===== src/sv/plrc_pkg.sv =====
// Shared types, constants and helper functions of the radix converter.
package plrc_pkg;

  // Width of the parse accumulator; the value field carries its low 32 bits.
  localparam int VALUE_BITS = 32;

  // Digit counts per output base and the shift register that holds the digits.
  localparam int OCT_DIGITS = (VALUE_BITS + 2) / 3;
  localparam int HEX_DIGITS = (VALUE_BITS + 3) / 4;
  localparam int SH_W_A     = (OCT_DIGITS * 3 > HEX_DIGITS * 4) ? OCT_DIGITS * 3
                                                               : HEX_DIGITS * 4;
  localparam int SH_W       = (SH_W_A > VALUE_BITS) ? SH_W_A : VALUE_BITS;
  localparam int LD_BIN     = SH_W - VALUE_BITS;
  localparam int LD_OCT     = SH_W - OCT_DIGITS * 3;
  localparam int LD_HEX     = SH_W - HEX_DIGITS * 4;
  localparam int CNT_W      = $clog2(VALUE_BITS + 1);

  // ASCII characters
  localparam logic [7:0] CHAR_0  = 8'h30;
  localparam logic [7:0] CHAR_9  = 8'h39;
  localparam logic [7:0] CHAR_UA = 8'h41;
  localparam logic [7:0] CHAR_UF = 8'h46;
  localparam logic [7:0] CHAR_LA = 8'h61;
  localparam logic [7:0] CHAR_LF = 8'h66;
  localparam logic [7:0] CHAR_B  = 8'h62;
  localparam logic [7:0] CHAR_X  = 8'h78;

  // Source radix codes
  localparam logic [1:0] RX_BIN = 2'd0;
  localparam logic [1:0] RX_OCT = 2'd1;
  localparam logic [1:0] RX_DEC = 2'd2;
  localparam logic [1:0] RX_HEX = 2'd3;

  // Output base codes (the reserved code formats as hex)
  localparam logic [1:0] BASE_BIN  = 2'd0;
  localparam logic [1:0] BASE_OCT  = 2'd1;
  localparam logic [1:0] BASE_HEX  = 2'd2;
  localparam logic [1:0] BASE_RSVD = 2'd3;

  // Which part of the literal the incoming item belongs to
  typedef enum logic [1:0] {
    MODE_START = 2'd0,
    MODE_ZERO  = 2'd1,
    MODE_BODY  = 2'd2
  } mode_e;

  // Source of the next output character
  typedef enum logic [1:0] {
    SEL_ZERO  = 2'd0,
    SEL_PFX   = 2'd1,
    SEL_DIGIT = 2'd2
  } sel_e;

  typedef struct packed {
    logic  accept;     // input item taken this cycle
    mode_e mode;
    logic  load_emit;  // final item: capture value, start emission
    logic  shift;      // drop the top digit
    logic  out_load;   // write the output register
    sel_e  out_sel;
    logic  out_last;
  } plrc_cmd_t;

  typedef struct packed {
    logic ch_is_zero;
    logic skip_done;   // top digit nonzero or only one digit left
    logic last_digit;
    logic base_oct;
  } plrc_status_t;

  // Value of a hex digit character, zero for anything else
  function automatic logic [3:0] hex_val(input logic [7:0] c);
    logic [3:0] r;
    r = 4'd0;
    if (c >= CHAR_0 && c <= CHAR_9) begin
      r = c[3:0];
    end else if ((c >= CHAR_UA && c <= CHAR_UF) || (c >= CHAR_LA && c <= CHAR_LF)) begin
      r = 4'(c[3:0] + 4'd9);
    end
    return r;
  endfunction

  // Fold one character into the accumulator, wrapping
  function automatic logic [VALUE_BITS-1:0] absorb(input logic [VALUE_BITS-1:0] acc,
                                                   input logic [7:0] c,
                                                   input logic [1:0] rad);
    logic [VALUE_BITS-1:0] d;
    logic [VALUE_BITS-1:0] r;
    d = VALUE_BITS'(c) - VALUE_BITS'(CHAR_0);
    case (rad)
      RX_BIN:  r = (acc << 1) + d;
      RX_OCT:  r = (acc << 3) + d;
      RX_DEC:  r = (acc << 3) + (acc << 1) + d;
      default: r = (acc << 4) + VALUE_BITS'(hex_val(c));
    endcase
    return r;
  endfunction

  // Upper-case character of one digit
  function automatic logic [7:0] digit_char(input logic [3:0] d);
    logic [7:0] r;
    if (d > 4'd9) begin
      r = CHAR_UA + {4'd0, d} - 8'd10;
    end else begin
      r = CHAR_0 + {4'd0, d};
    end
    return r;
  endfunction

endpackage


===== src/sv/plrc_if.sv =====
// Valid/ready channel interfaces: literal input, text output, configuration.
interface plrc_in_if;
  logic       valid;
  logic       ready;
  logic [7:0] ch;
  logic       last;
  modport source (output valid, ch, last, input ready);
  modport sink (input valid, ch, last, output ready);
endinterface

interface plrc_out_if;
  logic        valid;
  logic        ready;
  logic [7:0]  out_char;
  logic [31:0] value;
  logic [1:0]  src_radix;
  logic        out_last;
  modport source (output valid, out_char, value, src_radix, out_last, input ready);
  modport sink (input valid, out_char, value, src_radix, out_last, output ready);
endinterface

interface plrc_cfg_if;
  logic       valid;
  logic       ready;
  logic [1:0] data;
  modport source (output valid, data, input ready);
  modport sink (input valid, data, output ready);
endinterface


===== src/sv/plrc_ctrl.sv =====
// Controller: parse phase tracking and output text sequencing.
module plrc_ctrl (
  input  logic                  clk_i,
  input  logic                  rst_ni,
  input  logic                  in_valid_i,
  input  logic                  in_last_i,
  output logic                  in_ready_o,
  output logic                  out_valid_o,
  input  logic                  out_ready_i,
  input  plrc_pkg::plrc_status_t status_i,
  output plrc_pkg::plrc_cmd_t    cmd_o
);

  typedef enum logic [6:0] {
    ST_START = 7'b0000001,
    ST_ZERO  = 7'b0000010,
    ST_BODY  = 7'b0000100,
    ST_SKIP  = 7'b0001000,
    ST_PFX0  = 7'b0010000,
    ST_PFX1  = 7'b0100000,
    ST_DIGIT = 7'b1000000
  } state_e;

  state_e state_q, state_d;
  logic   out_valid_q, out_valid_d;
  logic   out_free;
  logic   accept;

  assign out_free   = !out_valid_q || out_ready_i;
  assign in_ready_o = (state_q == ST_START) || (state_q == ST_ZERO) || (state_q == ST_BODY);
  assign accept     = in_ready_o && in_valid_i;

  // Next state and datapath commands
  always_comb begin
    state_d           = state_q;
    cmd_o             = '0;
    cmd_o.accept      = accept;
    cmd_o.mode        = plrc_pkg::MODE_BODY;
    cmd_o.out_sel     = plrc_pkg::SEL_ZERO;
    case (state_q)
      ST_START: begin
        cmd_o.mode = plrc_pkg::MODE_START;
        if (accept) begin
          state_d = status_i.ch_is_zero ? ST_ZERO : ST_BODY;
        end
      end
      ST_ZERO: begin
        cmd_o.mode = plrc_pkg::MODE_ZERO;
        if (accept) begin
          state_d = ST_BODY;
        end
      end
      ST_BODY: begin
        cmd_o.mode = plrc_pkg::MODE_BODY;
      end
      ST_SKIP: begin
        if (status_i.skip_done) begin
          state_d = ST_PFX0;
        end else begin
          cmd_o.shift = 1'b1;
        end
      end
      ST_PFX0: begin
        if (out_free) begin
          cmd_o.out_load = 1'b1;
          cmd_o.out_sel  = plrc_pkg::SEL_ZERO;
          state_d        = status_i.base_oct ? ST_DIGIT : ST_PFX1;
        end
      end
      ST_PFX1: begin
        if (out_free) begin
          cmd_o.out_load = 1'b1;
          cmd_o.out_sel  = plrc_pkg::SEL_PFX;
          state_d        = ST_DIGIT;
        end
      end
      ST_DIGIT: begin
        if (out_free) begin
          cmd_o.out_load = 1'b1;
          cmd_o.out_sel  = plrc_pkg::SEL_DIGIT;
          cmd_o.shift    = 1'b1;
          cmd_o.out_last = status_i.last_digit;
          if (status_i.last_digit) begin
            state_d = ST_START;
          end
        end
      end
      default: state_d = ST_START;
    endcase
    // a final item ends the literal whatever phase it came in
    if (accept && in_last_i) begin
      cmd_o.load_emit = 1'b1;
      state_d         = ST_SKIP;
    end
  end

  // Output register occupancy
  always_comb begin
    out_valid_d = out_valid_q;
    if (cmd_o.out_load) begin
      out_valid_d = 1'b1;
    end else if (out_ready_i) begin
      out_valid_d = 1'b0;
    end
  end

  always_ff @(posedge clk_i or negedge rst_ni) begin
    if (!rst_ni) begin
      state_q     <= ST_START;
      out_valid_q <= 1'b0;
    end else begin
      state_q     <= state_d;
      out_valid_q <= out_valid_d;
    end
  end

  assign out_valid_o = out_valid_q;

`ifndef NO_ASSERTIONS
  // never overwrite a character the receiver has not taken
  a_no_overwrite: assert property (@(posedge clk_i) disable iff (!rst_ni)
    cmd_o.out_load |-> (!out_valid_q || out_ready_i))
    else $error("output register overwritten while stalled");
  // a final item always starts emission
  a_last_to_skip: assert property (@(posedge clk_i) disable iff (!rst_ni)
    (in_valid_i && in_ready_o && in_last_i) |=> (state_q == ST_SKIP))
    else $error("final item did not start emission");
  // no input is taken while text is pending emission
  a_no_input_emit: assert property (@(posedge clk_i) disable iff (!rst_ni)
    (state_q == ST_SKIP || state_q == ST_PFX0 || state_q == ST_PFX1 ||
     state_q == ST_DIGIT) |-> !in_ready_o)
    else $error("input accepted during emission");
`endif

endmodule


===== src/sv/plrc_dp.sv =====
// Datapath: accumulator, digit shift register, configuration and output register.
module plrc_dp (
  input  logic                  clk_i,
  input  logic                  rst_ni,
  input  logic                  cfg_we_i,
  input  logic [1:0]            cfg_data_i,
  input  logic [7:0]            ch_i,
  input  plrc_pkg::plrc_cmd_t    cmd_i,
  output plrc_pkg::plrc_status_t status_o,
  output logic [7:0]            out_char_o,
  output logic [31:0]           value_o,
  output logic [1:0]            src_radix_o,
  output logic                  out_last_o
);

  logic [1:0]                      base_q;
  logic [plrc_pkg::VALUE_BITS-1:0] acc_q, acc_d;
  logic [1:0]                      rad_q, rad_d;
  logic [plrc_pkg::VALUE_BITS-1:0] nxt_acc;
  logic [1:0]                      nxt_rad;
  logic [plrc_pkg::SH_W-1:0]       sh_q, sh_d;
  logic [plrc_pkg::CNT_W-1:0]      cnt_q, cnt_d;
  logic [31:0]                     val_q, val_d;
  logic [1:0]                      vrad_q, vrad_d;
  logic [3:0]                      top_dig;
  logic                            base_bin, base_oct;
  logic [7:0]                      out_char_q;
  logic [31:0]                     out_val_q;
  logic [1:0]                      out_rad_q;
  logic                            out_last_q;
  logic [7:0]                      char_sel;

  assign base_bin = (base_q == plrc_pkg::BASE_BIN);
  assign base_oct = (base_q == plrc_pkg::BASE_OCT);

  // Configuration register
  always_ff @(posedge clk_i or negedge rst_ni) begin
    if (!rst_ni) begin
      base_q <= plrc_pkg::BASE_BIN;
    end else if (cfg_we_i) begin
      base_q <= cfg_data_i;
    end
  end

  // Accumulate the incoming character
  always_comb begin
    nxt_acc = acc_q;
    nxt_rad = rad_q;
    case (cmd_i.mode)
      plrc_pkg::MODE_START: begin
        if (ch_i == plrc_pkg::CHAR_0) begin
          nxt_acc = '0;
          nxt_rad = plrc_pkg::RX_OCT;
        end else begin
          nxt_acc = plrc_pkg::absorb('0, ch_i, plrc_pkg::RX_DEC);
          nxt_rad = plrc_pkg::RX_DEC;
        end
      end
      plrc_pkg::MODE_ZERO: begin
        if (ch_i == plrc_pkg::CHAR_B) begin
          nxt_rad = plrc_pkg::RX_BIN;
        end else if (ch_i == plrc_pkg::CHAR_X) begin
          nxt_rad = plrc_pkg::RX_HEX;
        end else begin
          nxt_acc = plrc_pkg::absorb(acc_q, ch_i, rad_q);
        end
      end
      default: nxt_acc = plrc_pkg::absorb(acc_q, ch_i, rad_q);
    endcase
  end

  // Top digit of the shift register in the output base
  always_comb begin
    if (base_bin) begin
      top_dig = {3'd0, sh_q[plrc_pkg::SH_W-1]};
    end else if (base_oct) begin
      top_dig = {1'b0, sh_q[plrc_pkg::SH_W-1 -: 3]};
    end else begin
      top_dig = sh_q[plrc_pkg::SH_W-1 -: 4];
    end
  end

  // Parse state, capture on the final item, digit stepping
  always_comb begin
    acc_d  = acc_q;
    rad_d  = rad_q;
    sh_d   = sh_q;
    cnt_d  = cnt_q;
    val_d  = val_q;
    vrad_d = vrad_q;
    if (cmd_i.load_emit) begin
      acc_d  = '0;
      rad_d  = plrc_pkg::RX_BIN;
      val_d  = 32'(nxt_acc);
      vrad_d = nxt_rad;
      if (base_bin) begin
        sh_d  = plrc_pkg::SH_W'(nxt_acc) << plrc_pkg::LD_BIN;
        cnt_d = plrc_pkg::CNT_W'(plrc_pkg::VALUE_BITS);
      end else if (base_oct) begin
        sh_d  = plrc_pkg::SH_W'(nxt_acc) << plrc_pkg::LD_OCT;
        cnt_d = plrc_pkg::CNT_W'(plrc_pkg::OCT_DIGITS);
      end else begin
        sh_d  = plrc_pkg::SH_W'(nxt_acc) << plrc_pkg::LD_HEX;
        cnt_d = plrc_pkg::CNT_W'(plrc_pkg::HEX_DIGITS);
      end
    end else if (cmd_i.accept) begin
      acc_d = nxt_acc;
      rad_d = nxt_rad;
    end else if (cmd_i.shift) begin
      cnt_d = cnt_q - plrc_pkg::CNT_W'(1);
      if (base_bin) begin
        sh_d = sh_q << 1;
      end else if (base_oct) begin
        sh_d = sh_q << 3;
      end else begin
        sh_d = sh_q << 4;
      end
    end
  end

  always_ff @(posedge clk_i or negedge rst_ni) begin
    if (!rst_ni) begin
      acc_q <= '0;
      rad_q <= plrc_pkg::RX_BIN;
      cnt_q <= '0;
    end else begin
      acc_q <= acc_d;
      rad_q <= rad_d;
      cnt_q <= cnt_d;
    end
  end

  always_ff @(posedge clk_i) begin
    sh_q   <= sh_d;
    val_q  <= val_d;
    vrad_q <= vrad_d;
  end

  // Output character select and register
  always_comb begin
    case (cmd_i.out_sel)
      plrc_pkg::SEL_ZERO:  char_sel = plrc_pkg::CHAR_0;
      plrc_pkg::SEL_PFX:   char_sel = base_bin ? plrc_pkg::CHAR_B : plrc_pkg::CHAR_X;
      plrc_pkg::SEL_DIGIT: char_sel = plrc_pkg::digit_char(top_dig);
      default:             char_sel = plrc_pkg::CHAR_0;
    endcase
  end

  always_ff @(posedge clk_i) begin
    if (cmd_i.out_load) begin
      out_char_q <= char_sel;
      out_val_q  <= val_q;
      out_rad_q  <= vrad_q;
      out_last_q <= cmd_i.out_last;
    end
  end

  assign out_char_o  = out_char_q;
  assign value_o     = out_val_q;
  assign src_radix_o = out_rad_q;
  assign out_last_o  = out_last_q;

  assign status_o.ch_is_zero = (ch_i == plrc_pkg::CHAR_0);
  assign status_o.last_digit = (cnt_q == plrc_pkg::CNT_W'(1));
  assign status_o.skip_done  = (cnt_q == plrc_pkg::CNT_W'(1)) || (top_dig != 4'd0);
  assign status_o.base_oct   = base_oct;

`ifndef NO_ASSERTIONS
  // digit stepping never runs past the last digit
  a_cnt_live: assert property (@(posedge clk_i) disable iff (!rst_ni)
    cmd_i.shift |-> (cnt_q != '0))
    else $error("digit shift with no digits left");
`endif

endmodule


===== src/sv/prefixed_literal_radix_converter.sv =====
// Top level: converts a prefixed ASCII number literal to text in another base.
//
// in_i carries the literal one character per item (ch) with last set on the
// final character. A "0b" prefix selects binary, "0x" hex, a lone leading
// '0' octal, anything else decimal; digits wrap into a 32-bit value.
// cfg_i writes the output base (0 binary, 1 octal, 2 hex); it is always
// ready. The user must see that it is written only while the block is
// idle; the block itself does not enforce this. out_o returns the text
// most significant digit first with its prefix ("0b", "0", "0x", hex in
// upper case), one character per item, each with the parsed value and
// detected source radix; out_last flags the final one.
// Rate: characters before the final one are taken one per cycle. After the
// final character the digit shift register drops leading zeros at one digit
// a cycle, then leaves the skip and emits prefix and digits one per cycle
// while the receiver takes them. The next literal is accepted as soon as
// the last character sits in the output register. A stalled receiver
// holds the output register and pauses the sequence. Reset clears the
// parser, empties the output and selects binary.
module prefixed_literal_radix_converter (
  input  logic        clk_i,
  input  logic        rst_ni,
  plrc_in_if.sink     in_i,
  plrc_out_if.source  out_o,
  plrc_cfg_if.sink    cfg_i
);

  plrc_pkg::plrc_cmd_t    cmd;
  plrc_pkg::plrc_status_t status;

  assign cfg_i.ready = 1'b1;

  plrc_ctrl u_ctrl (
    .clk_i       (clk_i),
    .rst_ni      (rst_ni),
    .in_valid_i  (in_i.valid),
    .in_last_i   (in_i.last),
    .in_ready_o  (in_i.ready),
    .out_valid_o (out_o.valid),
    .out_ready_i (out_o.ready),
    .status_i    (status),
    .cmd_o       (cmd)
  );

  plrc_dp u_dp (
    .clk_i       (clk_i),
    .rst_ni      (rst_ni),
    .cfg_we_i    (cfg_i.valid),
    .cfg_data_i  (cfg_i.data),
    .ch_i        (in_i.ch),
    .cmd_i       (cmd),
    .status_o    (status),
    .out_char_o  (out_o.out_char),
    .value_o     (out_o.value),
    .src_radix_o (out_o.src_radix),
    .out_last_o  (out_o.out_last)
  );

endmodule

===== src/flat_wrapper.sv =====
// flat-port wrapper written by rule: the top's interface ports become plain ports
module prefixed_literal_radix_converter_flat 
  (clk_i, rst_ni, in_i_valid, in_i_ch, in_i_last, in_i_ready, out_o_valid, out_o_out_char, out_o_value, out_o_src_radix, out_o_out_last, out_o_ready, cfg_i_valid, cfg_i_data, cfg_i_ready);
  plrc_in_if in_i_i ();
  plrc_out_if out_o_i ();
  plrc_cfg_if cfg_i_i ();
  input  logic clk_i;
  input  logic rst_ni;
  input wire logic [$bits(in_i_i.valid)-1:0] in_i_valid;
  input wire logic [$bits(in_i_i.ch)-1:0] in_i_ch;
  input wire logic [$bits(in_i_i.last)-1:0] in_i_last;
  output wire logic [$bits(in_i_i.ready)-1:0] in_i_ready;
  output wire logic [$bits(out_o_i.valid)-1:0] out_o_valid;
  output wire logic [$bits(out_o_i.out_char)-1:0] out_o_out_char;
  output wire logic [$bits(out_o_i.value)-1:0] out_o_value;
  output wire logic [$bits(out_o_i.src_radix)-1:0] out_o_src_radix;
  output wire logic [$bits(out_o_i.out_last)-1:0] out_o_out_last;
  input wire logic [$bits(out_o_i.ready)-1:0] out_o_ready;
  input wire logic [$bits(cfg_i_i.valid)-1:0] cfg_i_valid;
  input wire logic [$bits(cfg_i_i.data)-1:0] cfg_i_data;
  output wire logic [$bits(cfg_i_i.ready)-1:0] cfg_i_ready;
  assign in_i_i.valid = in_i_valid;
  assign in_i_i.ch = in_i_ch;
  assign in_i_i.last = in_i_last;
  assign in_i_ready = in_i_i.ready;
  assign out_o_valid = out_o_i.valid;
  assign out_o_out_char = out_o_i.out_char;
  assign out_o_value = out_o_i.value;
  assign out_o_src_radix = out_o_i.src_radix;
  assign out_o_out_last = out_o_i.out_last;
  assign out_o_i.ready = out_o_ready;
  assign cfg_i_i.valid = cfg_i_valid;
  assign cfg_i_i.data = cfg_i_data;
  assign cfg_i_ready = cfg_i_i.ready;
  prefixed_literal_radix_converter u_core (.clk_i(clk_i), .rst_ni(rst_ni), .in_i(in_i_i), .out_o(out_o_i), .cfg_i(cfg_i_i));
endmodule

===== config.mk =====
export PLATFORM = sky130hd
export DESIGN_NAME = prefixed_literal_radix_converter_flat
export DESIGN_NICKNAME = d
export VERILOG_FILES = /design/src/sv/plrc_pkg.sv /design/src/sv/plrc_if.sv /design/src/sv/plrc_ctrl.sv /design/src/sv/plrc_dp.sv /design/src/sv/prefixed_literal_radix_converter.sv /design/src/flat_wrapper.sv
export SDC_FILE = /design/constraint.sdc
export NUM_CORES = 1
export LEC_CHECK = 0
export ABC_AREA = 1
export BUFFER_PORTS_ARGS = -buffer_cell sky130_fd_sc_hd__buf_4
export CORE_MARGIN = 4
export CORE_UTILIZATION = 55
export CTS_CLUSTER_DIAMETER = 100
export DETAILED_ROUTE_END_ITERATION = 6
export GPL_TIMING_DRIVEN = 1
export HOLD_SLACK_MARGIN = 0.1
export PLACE_DENSITY = 0.72
export SLEW_MARGIN = 20
export SYNTH_ARGS = -nofsm -noshare
export SYNTH_HDL_FRONTEND = slang
export SYNTH_SLANG_ARGS = --single-unit

===== constraint.sdc =====
create_clock -name clk_i -period 6.2 [get_ports clk_i]
set_input_delay 1.24 -clock clk_i [delete_from_list [all_inputs] [get_ports clk_i]]
set_output_delay 1.24 -clock clk_i [all_outputs]
set_load 0.1 [all_outputs]

-- Word-level counts from Yosys, hierarchy flattened
Cells that the tools add are included.
- bits in registers: 160
- input port bits: 16
- output and inout bits: 46
- logic and storage cells: 140
- add/subtract/negate cells: 12
- magnitude comparators: 7
- equality and inequality tests: 26
- mux-type cells: 59
- reductions and logical operators: 23
- operators with widths (kind ; count):
    two-way mux 33 bit ; 7
    case mux 32 bit (3 select lines) ; 2
    two-way mux 32 bit ; 5
    adder 32 bit ; 4
    adder 32 x 4 -> 32 bit ; 2
    case mux 32 bit (2 select lines) ; 1
    two-way mux 7 bit ; 9
    case mux 7 bit (7 select lines) ; 1
    two-way mux 4 bit ; 9
    two-way mux 6 bit ; 4
    equality test 8 x 7 -> 1 bit (second input constant) ; 2
    greater-or-equal comparator 8 x 7 -> 1 bit (second input constant) ; 2
    less-or-equal comparator 8 x 7 -> 1 bit (second input constant) ; 2
    case mux 8 bit (2 select lines) ; 1
    two-way mux 2 bit ; 6
    inequality test 3 bit (second input constant) ; 4
    two-way mux 5 bit ; 2
    two-way mux 3 bit ; 3
    inequality test 3 x 2 -> 1 bit (second input constant) ; 3
    case mux 3 bit (3 select lines) ; 1
    subtractor 8 x 6 -> 9 bit (second input constant) ; 1
    adder 7 x 4 -> 8 bit (first input constant) ; 1
    equality test 2 x 1 -> 1 bit (second input constant) ; 4
    equality test 8 x 6 -> 1 bit (second input constant) ; 1
    other kinds (31) ; 50

-- Logic depth before layout (Yosys ltp)
- depth in word-level cells: 17
- depth in mapped cells: 23
- mapped depth without buffers: 23

-- Hierarchy
From an unflattened synthesis, not the netlist that was laid out.
- cells, all modules: 2120
- area, all modules: 14826.7 um2
- modules (own cells, without submodules) (module ; instances ; cells each ; area an instance (um2)):
    plrc_dp ; 1 ; 2009 ; 14102.3
    plrc_ctrl ; 1 ; 109 ; 713.2
    prefixed_literal_radix_converter ; 1 ; 2 ; 11.3

-- Worst setup path after synthesis
OpenSTA, ideal clock, no wires.
- path type: input port to flip-flop
- from: in in_i_ch[4]
- to: reg u_core.u_dp.sh_q[16] (netlist name), data pin
- setup time: 261 ps
- arrival time: 4782 ps
- required time: 5939 ps
- slack: 1157 ps
- cell stages on the path: 19
- cells stage by stage: ha_1 inv_1 nand3_1 inv_1 fa_1 ha_1 nand2_1 inv_1 nand2_1 nand2_1 a21oi_1 nand2_1 or2_2 nand3_1 nand4_1 nand2_1 inv_1 nand2_1 nand3_1
- word-level cells in the longest chain between the ends: 17
- elaborated cells on any way between the ends: 35
- RTL lines (what ; line ; text):
    start: declaration ; flat_wrapper.sv:10 ; input wire logic [$bits(in_i_i.ch)-1:0] in_i_ch;
    greater-or-equal comparator 8 x 7 -> 1 bit or less-or-equal comparator 8 x 7 -> 1 bit (tied branches) ; plrc_pkg.sv:77 ; end else if ((c >= CHAR_UA && c <= CHAR_UF) || (c >= CHAR_LA && c <= CHAR_LF)) begin
    logical AND 1 bit ; plrc_pkg.sv:77 ;
    logical OR 1 bit ; plrc_pkg.sv:77 ;
    two-way mux 4 bit ; plrc_pkg.sv:77 ;
    two-way mux 4 bit ; plrc_pkg.sv:75 ; if (c >= CHAR_0 && c <= CHAR_9) begin
    two-way mux 4 bit ; plrc_pkg.sv:90 ; case (rad)
    two-way mux 4 bit ; plrc_dp.sv:62 ; end else if (ch_i == plrc_pkg::CHAR_X) begin
    two-way mux 4 bit ; plrc_dp.sv:60 ; if (ch_i == plrc_pkg::CHAR_B) begin
    [3 not listed] ; - ;
    two-way mux 32 bit ; plrc_dp.sv:62 ;
    two-way mux 32 bit ; plrc_dp.sv:60 ;
    case mux 32 bit (2 select lines) * ; plrc_dp.sv:49 ; case (cmd_i.mode)
    via u_core.u_dp.nxt_acc, one bit ; plrc_dp.sv:19 ; logic [plrc_pkg::VALUE_BITS-1:0] nxt_acc;
    two-way mux 33 bit ; plrc_dp.sv:99 ; end else if (base_oct) begin
    two-way mux 33 bit * ; plrc_dp.sv:96 ; if (base_bin) begin
    two-way mux 33 bit * ; plrc_dp.sv:91 ; if (cmd_i.load_emit) begin
    via u_core.u_dp.sh_d, one bit ; plrc_dp.sv:21 ; logic [plrc_pkg::SH_W-1:0] sh_q, sh_d;
    end signal: assignment ; plrc_dp.sv:134 ; sh_q <= sh_d;
    end: declaration ; plrc_dp.sv:21 ;
Mark *: on every way through the listed nets, which the timed path passes. The rest lies on a longest branch. The select of a mux whose other input is x is not followed.
A chain may end at the register's enable or synchronous reset.

-- Worst setup path after layout
- from: in in_i_ch[4]
- to: reg u_core.u_dp.sh_q[10] (netlist name), data pin
- word-level cells in the longest chain between the ends: 17
- elaborated cells on any way between the ends: 35
- RTL lines (what ; line):
    greater-or-equal comparator 8 x 7 -> 1 bit or less-or-equal comparator 8 x 7 -> 1 bit (tied branches) ; plrc_pkg.sv:77
    logical AND 1 bit ; plrc_pkg.sv:77
    logical OR 1 bit ; plrc_pkg.sv:77
    two-way mux 4 bit ; plrc_pkg.sv:77
    two-way mux 4 bit ; plrc_pkg.sv:75
    two-way mux 4 bit ; plrc_pkg.sv:90
    two-way mux 4 bit ; plrc_dp.sv:62
    two-way mux 4 bit ; plrc_dp.sv:60
    [3 not listed] ; -
    two-way mux 32 bit ; plrc_dp.sv:62
    two-way mux 32 bit ; plrc_dp.sv:60
    case mux 32 bit (2 select lines) * ; plrc_dp.sv:49
    via u_core.u_dp.nxt_acc, one bit ; plrc_dp.sv:19
    two-way mux 33 bit * ; plrc_dp.sv:99
    two-way mux 33 bit * ; plrc_dp.sv:96
    two-way mux 33 bit * ; plrc_dp.sv:91
    via u_core.u_dp.sh_d, one bit ; plrc_dp.sv:21
Marked as above.

==> load_flow_metrics.sql <==
INSERT INTO impl_metrics (metric_group, metric, value, unit) VALUES
('synthesis', 'async_reset_ff_share', '31.4', '%'),
('drt', 'detail_route.iter0.violations', '1778', ''),
('worst_setup_path', 'critPathMaxFanout', '24', ''),
('floorplanning', 'start_util', '56.5', '%'),
('timing', 'count_of_endpoints_failing_hold_in_the_final_timing_report', '0', ''),
('worst_setup_path', 'cpPeakStageDelay', '570', 'ps'),
('hold_path', 'whs_endpoint', 'u_core.u_dp.value_o[0]', ''),
('grt', 'grt_first_pass_wirelength', '76200', 'um'),
('placed_design', 'gpl.final_weighted_congestion', '1.02', ''),
('worst_setup_path', 'worstReg2RegEnd', 'u_core.u_dp.cnt_q[4]', ''),
('grt', 'grt_util_all_layers', '33.7', '%'),
('worst_setup_path', 'crit_path_top_delay_cell', 'sky130_fd_sc_hd__inv_2', ''),
('synthesis', 'synthCells', '2069', ''),
('grt', 'grtUsageMet3', '5.48', '%'),
('clock_network', 'clk_transition_reported_paths', '80', 'ps'),
('final_layout', 'antennaDiodeCount', '0', ''),
('floorplanning', 'core_area', '25500', 'um2'),
('synthesis', 'yosysUniqueCellTypes', '60', ''),
('final_layout', 'design.final.nets', '2237', ''),
('drt', 'dr_total_vias', '14700', ''),
('grt', 'antenna_violations_before_repair', '0', ''),
('floorplanning', 'floorplan.die.height', '170', 'um'),
('hold_path', 'worstHoldPathCells', '0', ''),
('grt', 'first_global_vias', '13900', ''),
('timing', 'drv_slew', '0', ''),
('timing', 'timing_worst_slew_pin_value', '1070', 'ps'),
('power_and_ir_drop', 'cellLeakagePower', '7.81', 'nW'),
('worst_setup_path', 'worstPathRequired', '6490', 'ps'),
('worst_setup_path', 'crit_path_launch', 'in_i_ch[4]', ''),
('worst_setup_path', 'worstRegToRegCells', '13', ''),
('clock_network', 'cts.hold.buffers_added', '0', ''),
('synthesis', 'yosysSeqAreaShare', '31.4', '%'),
('final_layout', 'nFillCells', '2393', ''),
('clock_network', 'postCtsSetupBuffers', '0', ''),
('floorplanning', 'top_level_ports', '62', ''),
('drt', 'wl_per_cell', '19.9', 'um'),
('clock_network', 'clock-root-buffer', 'sky130_fd_sc_hd__clkbuf_16', ''),
('drt', 'remaining_drc_errors', '0', ''),
('floorplanning', 'full_die_area', '28800', 'um2'),
('placed_design', 'io_buffer_count', '59', ''),
('floorplanning', 'die_width', '170', 'um'),
('final_layout', 'mostFrequentLayoutCell', 'sky130_fd_sc_hd__nand2_1', ''),
('placed_design', 'detailedPlacementHpwl', '38600', 'um'),
('worst_setup_path', 'critPathCaptureType', 'register', ''),
('run_status', 'run_status', 'complete, no violations', ''),
('drt', 'viasPerCell', '6.01', ''),
('flow_run', 'timing.max_cap.violations', '0', ''),
('clock_network', 'cts_sinks', '159', ''),
('drt', 'sum_of_routed_wire_length_over_all_layers', '48900', 'um'),
('synthesis', 'synth-edff-count', '109', ''),
('power_and_ir_drop', 'power.density', '420', 'nW/um2'),
('synthesis', 'ys_dominant_reg_cell', 'sky130_fd_sc_hd__edfxtp_1', ''),
('worst_setup_path', 'crit_path_start_kind', 'primary input', ''),
('timing', 'finalSetupViolations', '0', ''),
('synthesis', 'synth_nets', '2197', ''),
('worst_setup_path', 'r2r_start', 'u_core.u_dp.base_q[1]', ''),
('timing', 'post_route_skew', '20.4', 'ps'),
('synthesis', 'synth_area', '14400', 'um2'),
('floorplanning', 'core.rowCount', '58', ''),
('grt', 'grt_max_degree', '51', ''),
('power_and_ir_drop', 'peakVddDrop', '397', 'uV'),
('synthesis', 'ys_seq_elements', '159', ''),
('synthesis', 'syn-mean-instance-area', '6.96', 'um2'),
('worst_setup_path', 'reg2reg_setup_slack', '1940', 'ps'),
('timing', 'max_clock_freq', '198', 'MHz'),
('timing', 'period_minus_slack', '5060', 'ps'),
('worst_setup_path', 'setup.worst_path.class', 'in -> reg', ''),
('timing', 'slew_headroom', '28.4', '%'),
('clock_network', 'clock_tree.htree_level_count', '4', ''),
('clock_network', 'post_cts_resize_count', '0', ''),
('timing', 'fin_crit_sh', '81.6', '%');
cells in the mapped netlist, types with 6 or more instances:
cell type                    n  share of area, %
sky130_fd_sc_hd__a21oi_1    99               3.4
sky130_fd_sc_hd__inv_1     291               7.6
sky130_fd_sc_hd__o211ai_1   11              0.57
sky130_fd_sc_hd__clkbuf_1   22              0.57
sky130_fd_sc_hd__a21boi_0   10              0.52
sky130_fd_sc_hd__o221ai_1    7              0.43
sky130_fd_sc_hd__dfrtp_1    49               8.5
sky130_fd_sc_hd__fa_1       31               4.3
sky130_fd_sc_hd__edfxtp_1  109                23
sky130_fd_sc_hd__xor2_1      8              0.49
sky130_fd_sc_hd__buf_2      13              0.45
sky130_fd_sc_hd__nand2_1   597                16
sky130_fd_sc_hd__nor2_1    161               4.2
sky130_fd_sc_hd__o21ai_0   112               3.9
sky130_fd_sc_hd__and2_1     14              0.61
sky130_fd_sc_hd__ha_1       81               7.0
sky130_fd_sc_hd__o21ai_1    16              0.56
sky130_fd_sc_hd__nand4_1    35               1.5
sky130_fd_sc_hd__nand3_1   219               7.6
sky130_fd_sc_hd__nor3_1     19              0.66
sky130_fd_sc_hd__o21bai_1   17              0.89
sky130_fd_sc_hd__inv_2       9              0.23
sky130_fd_sc_hd__nor4_1      6              0.26
sky130_fd_sc_hd__nand3b_1   14              0.73
sky130_fd_sc_hd__or2_2      17              0.74
sky130_fd_sc_hd__o22ai_1    39               1.7
logic make-up (layout without fill, tap and decap cells):
group	count (synthesis)	after routing	share of synthesized area (%)
flops	159	159	31.4
fa+ha+maj	112	112	11.3
xor+xnor	10	10	0.608
simple gates	1099	1099	33.4
compound gates	337	337	13.6
buf+inv	350	403	9.60
other cells	2	2	0.0521
stage by stage:
stage	total power [mW]	worst slack, ps	hold slack [ps]	area (um2)	cells
floorplan	4.31	1160	400	14400	2069
global placement	5.36	890	401	15100	2419
detailed placement	5.42	830	405	15100	2419
CTS	6.51	1210	415	15700	2451
global route	7.05	872	423	15700	2452
finish	6.61	1140	410	15700	2452
worst max-delay path by stage:
stage | endpoint | slack, ps | cells after the start
3_3_place_gp | u_core.u_dp.sh_q[11] | 890 | 20
5_1_grt | u_core.u_dp.sh_q[21] | 870 | 21
4_1_cts | u_core.u_dp.sh_q[10] | 1210 | 20
3_5_place_dp | u_core.u_dp.sh_q[11] | 830 | 20
6_report | u_core.u_dp.sh_q[10] | 1140 | 20
2_1_floorplan | u_core.u_dp.sh_q[16] | 1160 | 19
flip-flops by register name (all words and copies together) (netlist names):
| register | flops |
|---|---|
| u_core.u_ctrl.state_q | 7 |
| u_core.u_dp.base_q | 2 |
| u_core.u_dp.src_radix_o | 2 |
| u_core.u_ctrl.out_valid_o | 1 |
| u_core.u_dp.out_char_o | 7 |
| u_core.u_dp.out_last_o | 1 |
| u_core.u_dp.val_q | 32 |
| u_core.u_dp.rad_q | 2 |
| u_core.u_dp.value_o | 32 |
| u_core.u_dp.cnt_q | 6 |
| u_core.u_dp.vrad_q | 2 |
| u_core.u_dp.acc_q | 32 |
| u_core.u_dp.sh_q | 33 |
layer usage:
layer	routed length [um]	part of all wire, %
met5	0	0
met4	1860	3.8
met3	4250	8.7
met2	22100	45
met1	20600	42
critical path, delay by kind of cell:
kind / cells / cell delay (ps)
AO/OA/AOI/OAI: 4 / 1010
adder cells (fa/ha/maj): 3 / 1050
buffers and inverters: 5 / 1150
AND/OR/NAND/NOR: 8 / 860
report_power, final:
group	internal, mW	switching (mW)
logic	1.11	2.64
registers	1.48	0.300
clock network	0.550	0.534
total	3.14	3.47
layout make-up:
class	count	area [um2]	area share, %
clock buffers	17	425	2.71
clock inverters	15	188	1.19
inverters	304	1150	7.31
multi-input cells	1560	8500	54.1
flip-flops and latches	159	4530	28.8
well taps	330	413	2.63
repair buffers	67	515	3.28
Power figures use the tool's default switching activity.
